<file path="src/pie_pkg.sv">
// Shared types, widths and codes of the power iteration eigenvector unit.
package pie_pkg;

    // Built matrix dimension
    localparam int MAX_DIM_DEF = 16;

    // Field and port widths
    localparam int ELEM_W  = 32;
    localparam int IDX_W   = 4;
    localparam int SZ_W    = 5;
    localparam int TOL_W   = 17;
    localparam int RND_W   = 8;
    localparam int EIG_W   = 31;
    localparam int STAT_W  = 2;
    localparam int CFG_A_W = 2;

    // Internal arithmetic widths
    localparam int FRAC      = 16;
    localparam int Y_W       = 46;
    localparam int V_W       = 32;
    localparam int VEC_W     = Y_W + V_W;
    localparam int DIV_NUM_W = 61;
    localparam int DIV_DEN_W = 32;
    localparam int SQ_IN_W   = 64;
    localparam int SQ_OUT_W  = 32;
    localparam int STEP_W    = 56;
    localparam int TOL2_W    = 46;

    // Configuration register indexes
    localparam logic [CFG_A_W-1:0] CFG_SIZE   = 2'd0;
    localparam logic [CFG_A_W-1:0] CFG_TOL    = 2'd1;
    localparam logic [CFG_A_W-1:0] CFG_ROUNDS = 2'd2;

    // Status codes
    localparam logic [STAT_W-1:0] STAT_CONV  = 2'd0;
    localparam logic [STAT_W-1:0] STAT_LIMIT = 2'd1;
    localparam logic [STAT_W-1:0] STAT_BREAK = 2'd2;

    // Sequencer states
    typedef enum logic [4:0] {
        S_IDLE,
        S_SDIV,
        S_SDIVW,
        S_SSQW,
        S_FILL,
        S_ROW,
        S_RWAIT,
        S_REND,
        S_SQZ,
        S_SSADD,
        S_NSQ,
        S_NSQW,
        S_NRD,
        S_NDV,
        S_NDVW,
        S_NSQE,
        S_NACC,
        S_RDONE,
        S_BRK,
        S_FIN,
        S_FINW,
        S_ORD,
        S_OMUL,
        S_OUT
    } t_state;

endpackage

</file>
<file path="src/pie_isqrt.sv">
// Integer square root, one result bit per cycle.
module pie_isqrt (
    input  logic                          i_clk,
    input  logic                          i_rst_n,
    input  logic                          i_start,
    input  logic [pie_pkg::SQ_IN_W-1:0]   i_radicand,
    output logic                          o_busy,
    output logic                          o_done,
    output logic [pie_pkg::SQ_OUT_W-1:0]  o_root
);
    import pie_pkg::*;

    logic               r_busy;
    logic               r_done;
    logic [SQ_IN_W-1:0] r_x;
    logic [SQ_IN_W-1:0] r_r;
    logic [SQ_IN_W-1:0] r_b;
    logic [SQ_IN_W-1:0] sum_rb;
    logic               ge;

    assign sum_rb = r_r + r_b;
    assign ge     = r_x >= sum_rb;

    // Track busy; the last step runs with the lowest bit pair
    always_ff @(posedge i_clk) begin
        if (!i_rst_n) begin
            r_busy <= 1'b0;
            r_done <= 1'b0;
        end else begin
            r_done <= 1'b0;
            if (i_start) begin
                r_busy <= 1'b1;
            end else if (r_busy && r_b[0]) begin
                r_busy <= 1'b0;
                r_done <= 1'b1;
            end
        end
    end

    // Advance the digit-by-digit root
    always_ff @(posedge i_clk) begin
        if (i_start) begin
            r_x <= i_radicand;
            r_r <= '0;
            r_b <= SQ_IN_W'(1) << (SQ_IN_W - 2);
        end else if (r_busy) begin
            if (ge) begin
                r_x <= r_x - sum_rb;
                r_r <= (r_r >> 1) + r_b;
            end else begin
                r_r <= r_r >> 1;
            end
            r_b <= r_b >> 2;
        end
    end

    assign o_busy = r_busy;
    assign o_done = r_done;
    assign o_root = r_r[SQ_OUT_W-1:0];

endmodule
</file>
<file path="config.mk">
export PLATFORM = sky130hd
export DESIGN_NAME = pie_isqrt
export DESIGN_NICKNAME = d
export VERILOG_FILES = /design/src/pie_pkg.sv /design/src/pie_isqrt.sv
export SDC_FILE = /design/constraint.sdc
export NUM_CORES = 1
export LEC_CHECK = 0
export BUFFER_PORTS_ARGS = -buffer_cell sky130_fd_sc_hd__buf_2
export CORE_MARGIN = 4
export CORE_UTILIZATION = 45
export DETAILED_ROUTE_END_ITERATION = 8
export PLACE_DENSITY_LB_ADDON = 0.3
export SETUP_SLACK_MARGIN = 0.4
export SLEW_MARGIN = 0
export SYNTH_ARGS = -nofsm -noshare
export SYNTH_HDL_FRONTEND = slang
export SYNTH_SLANG_ARGS = --single-unit
</file>
<file path="constraint.sdc">
create_clock -name i_clk -period 10.3 [get_ports i_clk]
set_input_delay 2.06 -clock i_clk [delete_from_list [all_inputs] [get_ports i_clk]]
set_output_delay 2.06 -clock i_clk [all_outputs]
set_load 0.03 [all_outputs]
</file>
==> results.json <==
{
  "drcViolationCount": 0,
  "path_class": "flop to flop",
  "crit_path_end_kind": "flop",
  "rsz0062_at_grt": "false",
  "gp_congestion": 0.916,
  "dieArea_mm2": 0.0362,
  "area_growth_pct": 6.73,
  "ant_nets": 0,
  "fmax_ghz": 0.142,
  "slew_violations": 0,
  "netlist_area_mm2": 0.0150,
  "drive_gt1_share_pct": 9.92,
  "synthFlopType": "dfxtp_1",
  "grt_overflow": 0,
  "cp_top_family": "compound AO/OA/AOI/OAI gates",
  "cts-root-buf": "clkbuf_16",
  "hold_path.class": "flop to flop",
  "drt_iter0_markers": 1020,
  "rrSetupSlack_ps": 3260,
  "place_ws_ps": 3330,
  "drv_cap": 0,
  "antenna_cells": 0,
  "status": "completed",
  "cts_htree_levels": 4,
  "worst_pin_slew_ps": 983,
  "wl_per_cell_um": 17.3,
  "wl_mm": 40.1,
  "synth_cells": 1885,
  "powerDensity_mw_per_mm2": 210,
  "synth_edf_count": 64,
  "path_clk_slew_ps": 70,
  "port_buffers": 100,
  "crit_top_cell": "a21oi_1",
  "seq_area_frac_synth_pct": 26.0,
  "startpoint_type": "flop",
  "antenna_found_initial": 0,
  "hold_viol": 0,
  "grt_max_degree": 143,
  "io_pins": 101,
  "ctsResizeCount": 0,
  "clk_latency_ps": 450,
  "ys.warnings.count": 0,
  "synthArstFlopShare_pct": 0,
  "fillers": 3220,
  "detailroute.via_count": 13700,
  "finalSetupTns_ps": 0,
  "numCtsBuffers": 17,
  "cp.required_ps": 10650,
  "maxSlewHeadroom_pct": 34.5,
  "drt-vias-per-instance": 5.89,
  "clock-sinks": 162,
  "avgSynthCellArea_um2": 7.93,
  "fin_skew_ps": 13.1,
  "post_cts_buffers": 0,
  "grt_pass1_vias": 12700,
  "syn_nets": 2083,
  "cp_slowest_cell": "buf_4",
  "die_x_um": 190,
  "coreArea_mm2": 0.0327,
  "finalNetCount": 2060,
  "initial_core_util_pct": 45.7,
  "final-setup-viol-count": 0,
  "post-route-util_pct": 48.8,
  "fin_crit_sh_pct": 68.3,
  "synth_cell_types": 82,
  "cts_tree": "yes",
  "synth-seq-cells": 162,
  "hpwl_mm": 30.0,
  "global_route.usage.total_pct": 21.7,
  "worst_slack_ps": 3260,
  "crit_path_max_incr_delay_ps": 730,
  "cp_data_arrival_time_ps": 7390,
  "grt_pass1_wl_mm": 64.8,
  "clockBufferDepth": 2,
  "path_buf_inv": 2,
  "ir_drop_mv": 0.152,
  "leakagePower_uw": 0.00624,
  "rows": 66,
  "hold_buffers": 0,
  "post-route-min-period_ps": 7040,
  "critPathMaxFanout": 105,
  "die_h_um": 190,
  "firstDrtPassIters": 5
}
==> through the flow <==
step / instance area, µm² / instances / total power (µW) / hold WS (ps)
3_5_place_dp: 15300 / 2285 / 2650 / 496
3_3_place_gp: 15300 / 2285 / 2630 / 494
4_1_cts: 16000 / 2317 / 3350 / 508
6_report: 16000 / 2317 / 3360 / 502
5_1_grt: 16000 / 2317 / 3610 / 523
2_1_floorplan: 15000 / 1885 / 2270 / 454
==> cell usage in the layout (no fill, tap or decap), drive strengths merged, types with 19 or more instances in the layout <==
| cell type | count |
|---|---|
| a31oi | 55 |
| mux2i | 45 |
| dfxtp | 98 |
| edfxtp | 64 |
| nand4 | 48 |
| o21ai | 184 |
| buf | 104 |
| ha | 130 |
| clkbuf | 22 |
| nor2 | 176 |
| a211oi | 45 |
| nand3 | 23 |
| xnor2 | 72 |
| nor2b | 21 |
| o21bai | 30 |
| nand2 | 198 |
| or3 | 22 |
| nor3 | 23 |
| xor2 | 76 |
| a21o | 59 |
| a21oi | 131 |
| a31o | 19 |
| inv | 46 |
==> cell families (layout without fill, tap and decap cells) <==
family,Yosys count,count (layout),share of synthesized area (%)
buffers and inverters,190,180,5.89
multiplexers,50,50,3.39
AND/OR/NAND/NOR,573,573,17.7
flip-flops,162,162,26.0
XOR/XNOR,148,148,8.67
adder cells (fa/ha/maj),131,131,11.0
AO/OA/AOI/OAI,631,631,27.4
==> metal layers <==
metal / vias to the layer above / global-route usage (%) / wire length (µm)
met2: 374 / 33.5 / 17400
met1: 6349 / 31.7 / 19800
met3: 50 / 3.59 / 2210
met5: - / 0 / 0
met4: 0 / 5.28 / 647
li1: 6877 / - / -
==> cells in the mapped netlist (6+ instances only) <==
cell type	number	area share, %
buf_2	14	0.47
buf_4	34	1.7
a31oi_1	52	2.2
nor2_1	176	4.4
a221oi_1	13	0.76
o21a_1	11	0.55
clkbuf_1	93	2.3
edfxtp_1	64	13
a211oi_1	41	2.1
nor3_1	23	0.77
xor2_1	76	4.5
a311oi_1	17	1.0
a21oi_1	130	4.3
xnor2_1	72	4.2
nand3_1	23	0.77
or3_1	22	0.92
a31o_2	18	1.1
o21ai_0	167	5.6
nand2b_1	14	0.59
o21bai_1	29	1.5
nand2_1	197	4.9
ha_1	130	11
o21ai_1	15	0.50
and2_1	10	0.42
nor2b_1	21	0.88
inv_1	43	1.1
nor4_1	8	0.33
mux2i_1	45	3.0
and3_1	8	0.33
o31ai_1	9	0.45
o211ai_1	9	0.45
nand4_1	46	1.9
and4_1	7	0.41
a21o_1	59	3.0
a21boi_0	6	0.30
dfxtp_1	98	13
==> tightest hold or removal path, stage by stage, from the launching register on <==
cell	delay (ps)
dfxtp_1	350
nand2_1	80
nor2_1	30
==> registers in the layout (all words and copies together), names as in the netlist <==
signal / flops
o_busy: 1
o_done: 1
r_b: 32
r_r: 64
r_x: 64
==> power breakdown <==
part           switching, µW  internal [µW]
Combinational           1050            668
Sequential               112            834
Clock                    292            400
==> area by class of cell <==
class | count | area, µm² | share of cell area (%)
Multi-Input combinational cell | 1533 | 10200 | 63.9
Inverter | 44 | 165 | 1.03
Sequential cell | 162 | 3890 | 24.4
Clock buffer | 22 | 465 | 2.92
Tap cell | 442 | 553 | 3.46
Clock inverter | 10 | 149 | 0.933
Timing Repair Buffer | 104 | 549 | 3.44
==> worst paths after layout <==
path,start,endpoint,cells past startpoint
worst min-delay path,r_b[0]$_SDFFE_PP0P_,o_done$_SDFF_PP0_,2
worst min register to register,r_b[0]$_SDFFE_PP0P_,o_done$_SDFF_PP0_,2
worst max register to register,r_r[2]$_SDFFE_PP0P_,r_r[57]$_SDFFE_PP0P_,25
worst max-delay path,r_r[2]$_SDFFE_PP0P_,r_r[57]$_SDFFE_PP0P_,25
Power figures use the tool's default switching activity.
