### src/pie_pkg.sv
// Shared types, widths and codes of the power iteration eigenvector unit.
package pie_pkg;

    // Built matrix dimension
    localparam int MAX_DIM_DEF = 16;

    // Field and port widths
    localparam int ELEM_W  = 32;
    localparam int IDX_W   = 4;
    localparam int SZ_W    = 5;
    localparam int TOL_W   = 17;
    localparam int RND_W   = 8;
    localparam int EIG_W   = 31;
    localparam int STAT_W  = 2;
    localparam int CFG_A_W = 2;

    // Internal arithmetic widths
    localparam int FRAC      = 16;
    localparam int Y_W       = 46;
    localparam int V_W       = 32;
    localparam int VEC_W     = Y_W + V_W;
    localparam int DIV_NUM_W = 61;
    localparam int DIV_DEN_W = 32;
    localparam int SQ_IN_W   = 64;
    localparam int SQ_OUT_W  = 32;
    localparam int STEP_W    = 56;
    localparam int TOL2_W    = 46;

    // Configuration register indexes
    localparam logic [CFG_A_W-1:0] CFG_SIZE   = 2'd0;
    localparam logic [CFG_A_W-1:0] CFG_TOL    = 2'd1;
    localparam logic [CFG_A_W-1:0] CFG_ROUNDS = 2'd2;

    // Status codes
    localparam logic [STAT_W-1:0] STAT_CONV  = 2'd0;
    localparam logic [STAT_W-1:0] STAT_LIMIT = 2'd1;
    localparam logic [STAT_W-1:0] STAT_BREAK = 2'd2;

    // Sequencer states
    typedef enum logic [4:0] {
        S_IDLE,
        S_SDIV,
        S_SDIVW,
        S_SSQW,
        S_FILL,
        S_ROW,
        S_RWAIT,
        S_REND,
        S_SQZ,
        S_SSADD,
        S_NSQ,
        S_NSQW,
        S_NRD,
        S_NDV,
        S_NDVW,
        S_NSQE,
        S_NACC,
        S_RDONE,
        S_BRK,
        S_FIN,
        S_FINW,
        S_ORD,
        S_OMUL,
        S_OUT
    } t_state;

endpackage

### src/pie_div.sv
// Restoring divider, one quotient bit per cycle.
module pie_div (
    input  logic                           i_clk,
    input  logic                           i_rst_n,
    input  logic                           i_start,
    input  logic [pie_pkg::DIV_NUM_W-1:0]  i_num,
    input  logic [pie_pkg::DIV_DEN_W-1:0]  i_den,
    output logic                           o_busy,
    output logic                           o_done,
    output logic [pie_pkg::DIV_NUM_W-1:0]  o_quot
);
    import pie_pkg::*;

    localparam int CNT_W = $clog2(DIV_NUM_W);

    logic                 r_busy;
    logic                 r_done;
    logic [CNT_W-1:0]     r_cnt;
    logic [DIV_NUM_W-1:0] r_num;
    logic [DIV_NUM_W-1:0] r_quot;
    logic [DIV_DEN_W-1:0] r_den;
    logic [DIV_DEN_W-1:0] r_rem;
    logic [DIV_DEN_W:0]   rem_sh;
    logic [DIV_DEN_W:0]   rem_sub;
    logic                 ge;

    // Shift in the next numerator bit and try the subtract
    assign rem_sh  = {r_rem, r_num[DIV_NUM_W-1]};
    assign ge      = rem_sh >= {1'b0, r_den};
    assign rem_sub = rem_sh - {1'b0, r_den};

    // Track busy and flag the last bit
    always_ff @(posedge i_clk) begin
        if (!i_rst_n) begin
            r_busy <= 1'b0;
            r_done <= 1'b0;
            r_cnt  <= '0;
        end else begin
            r_done <= 1'b0;
            if (i_start) begin
                r_busy <= 1'b1;
                r_cnt  <= '0;
            end else if (r_busy) begin
                r_cnt <= r_cnt + 1'b1;
                if (r_cnt == CNT_W'(DIV_NUM_W - 1)) begin
                    r_busy <= 1'b0;
                    r_done <= 1'b1;
                end
            end
        end
    end

    // Advance remainder and quotient
    always_ff @(posedge i_clk) begin
        if (i_start) begin
            r_num  <= i_num;
            r_den  <= i_den;
            r_rem  <= '0;
            r_quot <= '0;
        end else if (r_busy) begin
            r_num  <= r_num << 1;
            r_rem  <= ge ? rem_sub[DIV_DEN_W-1:0] : rem_sh[DIV_DEN_W-1:0];
            r_quot <= {r_quot[DIV_NUM_W-2:0], ge};
        end
    end

    assign o_busy = r_busy;
    assign o_done = r_done;
    assign o_quot = r_quot;

endmodule

### config.mk
export PLATFORM = sky130hd
export DESIGN_NAME = pie_div
export DESIGN_NICKNAME = d
export VERILOG_FILES = /design/src/pie_pkg.sv /design/src/pie_div.sv
export SDC_FILE = /design/constraint.sdc
export NUM_CORES = 1
export LEC_CHECK = 0
export BUFFER_PORTS_ARGS = -buffer_cell sky130_fd_sc_hd__buf_2
export CORE_MARGIN = 5
export CORE_UTILIZATION = 60
export DETAILED_ROUTE_END_ITERATION = 8
export GPL_TIMING_DRIVEN = 0
export PLACE_DENSITY = 0.85
export SLEW_MARGIN = 15
export SYNTH_ARGS = -nofsm -noshare
export SYNTH_HDL_FRONTEND = slang
export SYNTH_SLANG_ARGS = --single-unit
### constraint.sdc
create_clock -name i_clk -period 5.92 [get_ports i_clk]
set_input_delay 0.888 -clock i_clk [delete_from_list [all_inputs] [get_ports i_clk]]
set_output_delay 0.888 -clock i_clk [all_outputs]
set_load 0.03 [all_outputs]
==> metrics.md <==
| Metric | Value |
|---|---|
| CTS buffer count | `17` |
| Worst Tran Pin Value | `812 ps` |
| Total number of vias | `6974` |
| Number of flops mapped to enable cells by yosys | `93` |
| Pre-CTS WS | `1830 ps` |
| Fin util | `0.724` |
| DRT iter0 DRCs | `393` |
| CP cell instances | `buf_2 -> clkbuf_1 -> clkbuf_1 -> clkbuf_1 -> or2_4` |
| WL per Instance | `16.8 µm` |
| Final WS setup | `2370 ps` |
| Final GP Congestion | `0.914` |
| Dominant cells by area after synthesis | `edfxtp_1 30%, dfxtp_1 22%, mux2i_1 8.1%, mux2_2 7.2%, ha_1 4.5%` |
| Initial Utilization | `0.613` |
| Worst path bufs/invs | `4` |
| Warnings, synthesis | `0` |
| Chip width | `135 µm` |
| Worst hold margin | `495 ps` |
| Crit start category | `input port` |
| Syn Nets | `975` |
| Fillers | `1133` |
| WS Path Type | `in2reg` |
| DRC viols | `0` |
| Clk slew on worst S/H paths | `70 ps` |
| RR Startpoint | `r_den[1]` |
| Layout cell share with drive strength beyond 1 | `0.273` |
| Crit share post-route | `0.599` |
| Root Buffer | `clkbuf_16` |
| Post-synth ARST share | `0` |
| Setup Viol. Count Final | `0` |
| Sequential element share of the synthesized area | `0.514` |
| Worst Path Required | `5980 ps` |
| Max Slew Vio Count | `0` |
| Yosys top cell by area | `edfxtp_1` |
| Fmax | `282 MHz` |
| Slew HR | `0.459` |
| Fin crit period | `3550 ps` |
| CTS H-Tree Depth | `4` |
| Mapped Avg Cell Area | `11.1 µm²` |
| Synth Cell Area | `0.00936 mm²` |
| R2r endpoint | `r_rem[28]` |
| Worst clock skew | `10.5 ps` |
| Clock buffer depth | `2` |
| CP Capture Point | `r_num[25]` |
| PD cells | `299 mW/mm²` |
| Final Hold Fails | `0` |
| Die H | `135 µm` |
| Leak pwr | `0.00477 µW` |
| Status | `completed` |
| Top cell family by delay on the critical path | `buffers and inverters` |
| Hold/Removal Path Class | `reg2reg` |
| CORE AREA | `0.0153 mm²` |
| Crit path from | `i_start` |
| PortBufs | `158` |
| DRT Pass-1 Iters | `5` |
| Crit-path most repeated cell | `clkbuf_1` |
| Worst EP arrival | `3610 ps` |
| R2R setup slack | `2850 ps` |
| Synthesized instance count | `844` |
| Num ports | `159` |
| Max incr delay on CP | `750 ps` |
| Die area | `0.0182 mm²` |
| Pin count of the biggest net entering global routing | `62` |
| All-Layer GR Usage | `0.237` |
| Top cell type's share of synthesized area | `0.298` |
| Routed wire length | `20900 µm` |
| RSZ-0062 raised after global routing | `no` |
| Max-cap violations | `0` |
| Seq cells post-synth | `194` |
| Hold Buf Count CTS | `0` |
| CP max stage cell | `or2_4` |
| Initial antenna violation count | `4` |
| Post-CTS Setup Bufs | `0` |
| Distinct cell type count after synthesis | `65` |
| Clk_lat worst skew | `440 ps` |
| Layout area overhead | `18.0%` |
| FP Rows | `45` |
| TNS Setup | `0 ps` |
| Post-route ant nets | `0` |
| Clk sink count | `194` |
| First-pass GRT wire length | `34500 µm` |
| Critical path depth | `5` |
| Gr ovfl total | `0` |
| Nets | `1152` |
| CTS tree | `yes` |
| Hpwl dp | `15000 µm` |
| Number of global-route vias before repair | `7073` |
| Max VDD drop | `0.000230 V` |
| R2r worst-path depth | `12` |
| CP max FO | `61` |
| CP endpoint kind | `flop` |
| Resize count post-CTS | `0` |
| Vias per inst | `5.59` |
| Predominant post-synthesis flop cell | `dfxtp_1` |
-- worst min-delay path: cells and delay by family, from the launching register on --
| family | cells | cell delay [ps] |
|---|---|---|
| simple gates | 1 | 70 |
| flops | 1 | 330 |
| compound gates | 1 | 60 |
-- cells in the final DEF, fill, tap and decap left out, types with 3 or more instances in the layout --
cell type,Yosys,routed
mux2_2,60,60
nor2b_1,3,3
clkbuf_1,21,21
nand2b_1,5,5
o21a_1,6,6
o21bai_1,7,7
a31oi_1,3,3
o21ai_0,20,20
xnor2_1,15,15
inv_6,0,4
nor3_1,7,7
or3_1,3,3
nor2_1,103,103
a21o_1,17,17
buf_2,6,164
a211o_1,4,4
a311oi_1,8,8
nand3_1,4,4
mux2i_1,76,76
inv_8,0,4
o211ai_1,6,6
nand4_1,8,8
clkbuf_16,0,17
a21oi_1,43,43
nand2_1,49,49
ha_1,34,34
a211oi_1,21,21
clkinv_8,0,3
xor2_1,15,15
buf_1,12,12
inv_1,45,45
diode_2,0,3
dfxtp_1,101,101
edfxtp_1,93,93
and2_1,3,3
and3_1,3,3
a311oi_2,3,3
-- final cells by class --
class	instances	area, µm²	area share
Antenna cell	3	7.51	0.000680
Buffer	43	204	0.0185
Clock buffer	18	439	0.0398
Clock inverter	14	181	0.0164
Inverter	45	169	0.0153
Multi-Input combinational cell	562	4170	0.378
Sequential cell	194	4810	0.436
Tap cell	211	264	0.0239
Timing Repair Buffer	158	791	0.0716
-- sequential cells by signal (all words and copies together) (netlist names) --
name and cells:
o_done 1, o_busy 1, r_den 32, r_cnt 6, r_num 61, r_rem 32
o_quot 61
-- kinds of logic after synthesis --
kind of cell | count (synthesis) | share of synthesized area
xor gates and xnor gates | 30 | 0.0281
AOI/OAI and AO/OA | 156 | 0.115
muxes | 136 | 0.153
buffers and inverters | 88 | 0.0398
and+or+nand+nor | 205 | 0.101
DFF | 194 | 0.514
adders and majority gates | 35 | 0.0476
-- worst min-delay path by stage --
stage | from | end | slack (ps) | cells after the start
2_1_floorplan | r_rem[31] | r_rem[31] | 450 | 2
3_3_place_gp | r_rem[31] | r_rem[31] | 470 | 2
3_5_place_dp | r_cnt[5] | r_cnt[5] | 480 | 2
4_1_cts | r_rem[31] | r_rem[31] | 500 | 2
5_1_grt | r_rem[31] | r_rem[31] | 510 | 2
6_report | r_rem[31] | r_rem[31] | 490 | 2
-- synthesized netlist by cell type (3+ instances only) --
cell type and number:
a311oi_1 8, o21a_1 6, a211o_1 4, and2_1 3
a311oi_2 3, nand4_1 8, o21bai_1 7, o211ai_1 6
nor2_1 103, xnor2_1 15, mux2_2 60, nor3_1 7
or2_2 3, nor2b_1 3, a21o_1 17, buf_2 6
a21oi_1 43, mux2i_1 76, inv_1 45, o21ai_0 20
ha_1 34, clkbuf_1 21, a31oi_1 3, dfxtp_1 101
nand2_1 49, a211oi_1 21, nand3_1 4, edfxtp_1 93
and3_1 3, buf_1 12, nand2b_1 5, xor2_1 15
or3_1 3
-- routing by layer --
metal / wire (µm) / share of wire / track usage / vias to the layer above
met5: 26 / 0.0012 / 0 / -
met4: 529 / 0.025 / 0.0814 / 6
met3: 1410 / 0.067 / 0.0775 / 51
met2: 10300 / 0.49 / 0.394 / 173
met1: 8660 / 0.41 / 0.291 / 3336
li1: - / - / - / 3408
-- through the flow --
step	std cells	instance area (µm²)	power, µW
finish	1248	11000	3310
global route	1246	11000	3460
CTS	1245	11000	3320
detailed placement	1213	10400	2140
global placement	1213	10400	2120
floorplan	844	9360	1990
-- power breakdown --
group	switching (µW)	total, µW	internal (µW)	leakage (µW)
registers	38.4	1540	1500	0.00175
logic	322	575	253	0.00271
clock network	565	1190	625	0.000306
total	925	3310	2380	0.00477
(Power assumes the default switching activity.)
